[src/nsc_pkg.sv]
package nsc_pkg;

  // pattern storage
  localparam int PATTERN_MAX    = 16;
  localparam int CHAR_BITS      = 16;
  localparam int CHARS_PER_WORD = 4;
  localparam int WORD_COUNT     = 4;
  localparam int WORD_BITS      = CHAR_BITS * CHARS_PER_WORD;

  // length and index widths
  localparam int PLEN_BITS = 5;
  localparam int LEN_BITS  = $clog2(PATTERN_MAX + 1);
  localparam int IDX_BITS  = (PATTERN_MAX > 1) ? $clog2(PATTERN_MAX) : 1;

  // match counter
  localparam int COUNT_BITS = 32;
  localparam int OUT_BITS   = 32;

  // configuration port
  localparam int CFG_IDX_BITS = 3;
  localparam logic [CFG_IDX_BITS-1:0] REG_PATTERN_LENGTH = 3'd0;
  localparam logic [CFG_IDX_BITS-1:0] REG_PATTERN_WORD_0 = 3'd1;
  localparam logic [CFG_IDX_BITS-1:0] REG_PATTERN_WORD_1 = 3'd2;
  localparam logic [CFG_IDX_BITS-1:0] REG_PATTERN_WORD_2 = 3'd3;
  localparam logic [CFG_IDX_BITS-1:0] REG_PATTERN_WORD_3 = 3'd4;

  typedef logic [CHAR_BITS-1:0] char_t;

  // control handed to every cell
  typedef struct packed {
    logic advance;
    logic clear;
  } cell_ctrl_t;

endpackage

[src/nsc_cell.sv]
module nsc_cell (
  input  logic                clk,
  input  logic                rst,
  input  nsc_pkg::cell_ctrl_t ctrl,
  input  nsc_pkg::char_t      text_chr,
  input  nsc_pkg::char_t      pat_chr,
  input  logic                prev_flag,
  output logic                flag,
  output logic                flag_next
);

  // prefix up to this cell matches ending at the current char
  assign flag_next = prev_flag & (text_chr == pat_chr);

  always_ff @(posedge clk) begin
    if (rst) begin
      flag <= 1'b0;
    end else if (ctrl.advance) begin
      if (ctrl.clear) begin
        flag <= 1'b0;
      end else begin
        flag <= flag_next;
      end
    end
  end

endmodule

[src/nonoverlap_substring_counter_unit.sv]
// non-overlapping substring counter
// the count of a text is registered on its last beat and valid in the next cycle
// throughput: one character per cycle, one row of cells; an unread count stalls it
// reset: synchronous rst clears the pattern registers, match cells, holdoff and count
// the stream state clears again after every last character
module nonoverlap_substring_counter_unit (
  input  logic                                 clk,
  input  logic                                 rst,
  // character channel
  input  logic                                 in_valid,
  output logic                                 in_ready,
  input  logic [nsc_pkg::CHAR_BITS-1:0]        text_char,
  input  logic                                 end_of_text,
  // count channel
  output logic                                 out_valid,
  input  logic                                 out_ready,
  output logic [nsc_pkg::OUT_BITS-1:0]         occurrence_count,
  // configuration writes
  input  logic                                 cfg_write,
  input  logic [nsc_pkg::CFG_IDX_BITS-1:0]     cfg_index,
  input  logic [nsc_pkg::WORD_BITS-1:0]        cfg_data
);

  localparam int PMAX = nsc_pkg::PATTERN_MAX;

  // configuration registers
  logic [nsc_pkg::PLEN_BITS-1:0] pattern_length;
  logic [nsc_pkg::WORD_BITS-1:0] pattern_word [nsc_pkg::WORD_COUNT];

  // stream state
  logic [nsc_pkg::LEN_BITS-1:0]   holdoff_left;
  logic [nsc_pkg::COUNT_BITS-1:0] match_total;

  logic [nsc_pkg::LEN_BITS-1:0]   holdoff_next;
  logic [nsc_pkg::COUNT_BITS-1:0] total_next;
  logic [nsc_pkg::OUT_BITS-1:0]   count_out;

  logic                          accept;
  logic [nsc_pkg::LEN_BITS-1:0]  len_eff;
  logic [nsc_pkg::LEN_BITS-1:0]  len_less1;
  logic                          hit;
  nsc_pkg::cell_ctrl_t           ctrl;

  logic [PMAX-1:0] flag;
  logic [PMAX-1:0] flag_next;

  // a beat is taken whenever the count register is free or being drained
  assign in_ready = !out_valid || out_ready;
  assign accept   = in_valid && in_ready;

  assign ctrl.advance = accept;
  assign ctrl.clear   = end_of_text;

  // ---------------------------------------------------------------------
  // configuration
  // ---------------------------------------------------------------------
  always_ff @(posedge clk) begin
    if (rst) begin
      pattern_length <= '0;
      for (int w = 0; w < nsc_pkg::WORD_COUNT; w++) begin
        pattern_word[w] <= '0;
      end
    end else if (cfg_write) begin
      case (cfg_index)
        nsc_pkg::REG_PATTERN_LENGTH: pattern_length <= cfg_data[nsc_pkg::PLEN_BITS-1:0];
        nsc_pkg::REG_PATTERN_WORD_0: pattern_word[0] <= cfg_data;
        nsc_pkg::REG_PATTERN_WORD_1: pattern_word[1] <= cfg_data;
        nsc_pkg::REG_PATTERN_WORD_2: pattern_word[2] <= cfg_data;
        nsc_pkg::REG_PATTERN_WORD_3: pattern_word[3] <= cfg_data;
        default: ;  // indexes past the last register are dropped
      endcase
    end
  end

  // overlong pattern length clamps to the number of cells
  always_comb begin
    if (pattern_length > nsc_pkg::PLEN_BITS'(PMAX)) begin
      len_eff = nsc_pkg::LEN_BITS'(PMAX);
    end else begin
      len_eff = pattern_length[nsc_pkg::LEN_BITS-1:0];
    end
  end

  assign len_less1 = len_eff - nsc_pkg::LEN_BITS'(1);

  // ---------------------------------------------------------------------
  // row of match cells
  // cell k holds pattern char k and a flag meaning the first k+1 pattern
  // chars matched ending at the latest char; each accepted char moves a flag
  // one cell along, so a flag at cell len-1 marks a full match ending here
  // ---------------------------------------------------------------------
  for (genvar k = 0; k < PMAX; k++) begin : g_cell
    localparam int W = k / nsc_pkg::CHARS_PER_WORD;
    localparam int S = (k % nsc_pkg::CHARS_PER_WORD) * nsc_pkg::CHAR_BITS;

    logic prev;
    if (k == 0) begin : g_head
      assign prev = 1'b1;
    end else begin : g_link
      assign prev = flag[k-1];
    end

    nsc_cell u_cell (
      .clk       (clk),
      .rst       (rst),
      .ctrl      (ctrl),
      .text_chr  (text_char),
      .pat_chr   (pattern_word[W][S +: nsc_pkg::CHAR_BITS]),
      .prev_flag (prev),
      .flag      (flag[k]),
      .flag_next (flag_next[k])
    );
  end

  // ---------------------------------------------------------------------
  // counting with holdoff: a match counts only when the previous counted
  // match has fully passed, which gives leftmost non-overlapping matches
  // ---------------------------------------------------------------------
  always_comb begin
    hit = (len_eff != '0) && (holdoff_left == '0) &&
          flag_next[len_less1[nsc_pkg::IDX_BITS-1:0]];

    if (holdoff_left != '0) begin
      holdoff_next = holdoff_left - nsc_pkg::LEN_BITS'(1);
    end else if (hit) begin
      holdoff_next = len_less1;
    end else begin
      holdoff_next = '0;
    end

    // count saturates at all ones
    if (hit && (match_total != '1)) begin
      total_next = match_total + nsc_pkg::COUNT_BITS'(1);
    end else begin
      total_next = match_total;
    end

    // emitted value saturates at the output width
    if (64'(total_next) > 64'(nsc_pkg::OUT_BITS'('1))) begin
      count_out = '1;
    end else begin
      count_out = nsc_pkg::OUT_BITS'(total_next);
    end
  end

  always_ff @(posedge clk) begin
    if (rst) begin
      holdoff_left <= '0;
      match_total  <= '0;
    end else if (accept) begin
      if (end_of_text) begin
        holdoff_left <= '0;
        match_total  <= '0;
      end else begin
        holdoff_left <= holdoff_next;
        match_total  <= total_next;
      end
    end
  end

  // ---------------------------------------------------------------------
  // output register: loaded on the last character beat of a text
  // ---------------------------------------------------------------------
  always_ff @(posedge clk) begin
    if (rst) begin
      out_valid <= 1'b0;
    end else if (accept && end_of_text) begin
      out_valid <= 1'b1;
    end else if (out_ready) begin
      out_valid <= 1'b0;
    end
  end

  always_ff @(posedge clk) begin
    if (accept && end_of_text) begin
      occurrence_count <= count_out;
    end
  end

endmodule

[config.mk]
export PLATFORM = sky130hd
export DESIGN_NAME = nonoverlap_substring_counter_unit
export DESIGN_NICKNAME = d
export VERILOG_FILES = /design/src/nsc_pkg.sv /design/src/nsc_cell.sv /design/src/nonoverlap_substring_counter_unit.sv
export SDC_FILE = /design/constraint.sdc
export NUM_CORES = 1
export LEC_CHECK = 0
export BUFFER_PORTS_ARGS = -buffer_cell sky130_fd_sc_hd__buf_4
export CORE_ASPECT_RATIO = 0.7
export CORE_MARGIN = 1
export CORE_UTILIZATION = 60
export CTS_CLUSTER_SIZE = 16
export DETAILED_ROUTE_END_ITERATION = 6
export GPL_ROUTABILITY_DRIVEN = 0
export PLACE_DENSITY = 0.79
export RECOVER_POWER = 100
export SYNTH_ARGS = -nofsm -noshare
export SYNTH_HDL_FRONTEND = slang
export SYNTH_HIERARCHICAL = 1
export SYNTH_SLANG_ARGS = --single-unit
[constraint.sdc]
create_clock -name clk -period 5.6 [get_ports clk]
set_input_delay 0.84 -clock clk [delete_from_list [all_inputs] [get_ports clk]]
set_output_delay 0.84 -clock clk [all_outputs]
set_load 0.02 [all_outputs]
==> results.toml <==
[status]
status = "finished with violations"
violations = "capacitance limit, slew limit"

[setup_path]
crit_required_ns = 6.02
path_max_fanout = 57
path_cells = "clkbuf_1 -> nor2_1 -> buf_4 -> and2_0 -> a221o_1"
cp_slowest_cell = "clkbuf_1"
end_kind = "flop"
critPathArrivalTime_ns = 5.15
rr_worst_depth = 10
critPathMaxStageDelay_ns = 2.27
path_buf_inv = 2
reg2reg_slack_ns = 0.96
cp.depth = 5
start_kind = "input port"
r2r-end = "occurrence_count[18]"
critical_path_class = "input port to flop"
rr_startpoint = "pattern_length[4]"
cp_top_family = "buffers and inverters"

[die]
dieArea_sq_um = 31550
rows = 53
die_x_microns = 211.9
start_util_pct = 61.30
ioPinCount = 123
coreArea_sq_um = 30170
die_h_microns = 148.9

[cts]
htreeDepth = 2
cts_tree = "yes"
cts_root_buffer = "clkbuf_16"
cts_sinks = 346
cts_buffers = 35
clk_path_buf_depth = 3
clk_pin_slew_ns = 0.06
post-cts-setup-buffer-count = 0
cts-resized-gates = 0
postCtsHoldBufs = 0
clk_latency_ns = 0.54

[route]
route.antenna.remaining_nets = 0
remaining_drc_errors = 0
dr.pass1.iters = 6
viasPerCell = 6.205
wl_microns = 49390
wire_per_inst_microns = 23.16
dr.first_iter.drc_count = 1349
num_vias = 13230

[run]
maxCapViolCount = 5

[sta]
fin_skew_ns = 0.01744
finalHoldViolations = 0
rsz0062_at_grt = "no"
slew_violations = 166
slew-limit-headroom_pct = -118.7
worstMarginPinSlew_ns = 3.280
fin_setup_tns_ns = 0
finalCritPeriodShare_pct = 84.33
timing.fmax_mhz = 211.7
setup_viol = 0
min_period_ns = 4.723

[global_route]
grt_pass1_wl_microns = 73760
grt_pass1_vias = 12590
antenna_found_initial = 1
grt.total_usage_pct = 31.32
grt_overflow_total = 0
grt_start_max_net_pins = 65

[yosys]
avgSynthCellArea_sq_um = 11.73
netlist_instances = 1577
syn_nets = 1669
netlist_area_sq_um = 18500
yosysWarnings = 6

[final_layout]
area_delta_synth_final_pct = 11.23
fin_cells = 2132
layout.nets = 1784
drive_gt1_share_pct = 13.09
final_cell_mix = "edfxtp_1 (288), and2_1 (178), nand2b_1 (103)"
layout_commonest_cell = "edfxtp_1"
n_fill_cell = 2240

[power]
internal_power_uw = 4356
p_sw_uw = 1436
ir_worst_vdd_v = 0.0002720
clock_power_share_pct = 37.8
p_leak_uw = 0.007139
p_seq_share_pct = 51.9
swShare_pct = 24.79
powerDensity_nw_per_um2 = 281.5
combPwrFrac_pct = 10.3

[hold_path]
hold_path_class = "flop to flop"
min_to = "holdoff_left[4]"
hp-start = "holdoff_left[4]"
holdPathStages = 2

[place]
dp.cells = 2067
portBuffers = 122
place_hpwl_microns = 32020
==> per-stage QoR <==
step | utilization (%) | power (uW) | area [sq um] | hold WS [ns] | setup WS (ns)
floorplan | - | 3392 | 18500 | 0.4460 | 0.9783
global placement | 65.81 | 3647 | 19860 | 0.4721 | 1.134
detailed placement | 65.81 | 3666 | 19860 | 0.5000 | 1.025
CTS | 69.25 | 5831 | 20900 | 0.5086 | 1.578
global route | 68.19 | 5954 | 20570 | 0.5384 | 0.7630
finish | 68.19 | 5792 | 20570 | 0.5131 | 0.8772
==> power groups by stage <==
stage / registers (uW) / clock network (uW) / logic (uW)
2_1_floorplan: 3060 / 0 / 335
3_3_place_gp: 3050 / 0 / 592
3_5_place_dp: 3060 / 0 / 607
4_1_cts: 3010 / 2220 / 609
5_1_grt: 3020 / 2300 / 633
6_report: 3010 / 2190 / 597
==> flip-flops by register name, summed over array words and instances (netlist names) <==
| name | cells |
|---|---|
| out_valid | 1 |
| pattern_word | 256 |
| g_cell.u_cell/flag | 15 |
| occurrence_count | 32 |
| pattern_length | 5 |
| match_total | 32 |
| holdoff_left | 5 |
==> per-layer routing <==
layer  track usage [%]  part of all wire (%)  vias to the layer above
li1                  -                     -                     5922
met1             45.28                    43                     6539
met2             47.48                    45                      676
met3             6.674                    10                       91
met4             9.348                   2.4                        0
met5                 0                     0                        -
==> final cells by class <==
| type | instances | area [sq um] | share of cell area (%) |
|---|---|---|---|
| diodes | 1 | 2.502 | 0.01216 |
| clock buffers | 48 | 955.9 | 4.646 |
| clock inverters | 16 | 81.33 | 0.3953 |
| inverters | 73 | 274.0 | 1.332 |
| multi-input cells | 1099 | 8065 | 39.20 |
| flip-flops and latches | 346 | 9809 | 47.68 |
| well taps | 412 | 515.5 | 2.506 |
| repair buffers | 137 | 869.6 | 4.227 |
==> worst max path at each step <==
stage,from,end
CTS,text_char[7],match_total[6]
finish,rst,match_total[13]
detailed placement,text_char[7],match_total[6]
global placement,text_char[7],match_total[6]
floorplan,cfg_index[2],pattern_word[0][0]
global route,pattern_length[4],occurrence_count[11]
==> worst min-delay path, stage by stage, from the launching register on <==
cell     delay [ns]
dfxtp_1        0.31
o21ai_0        0.08
o41ai_1        0.07
No activity file was read; power rests on OpenSTA's default activity.
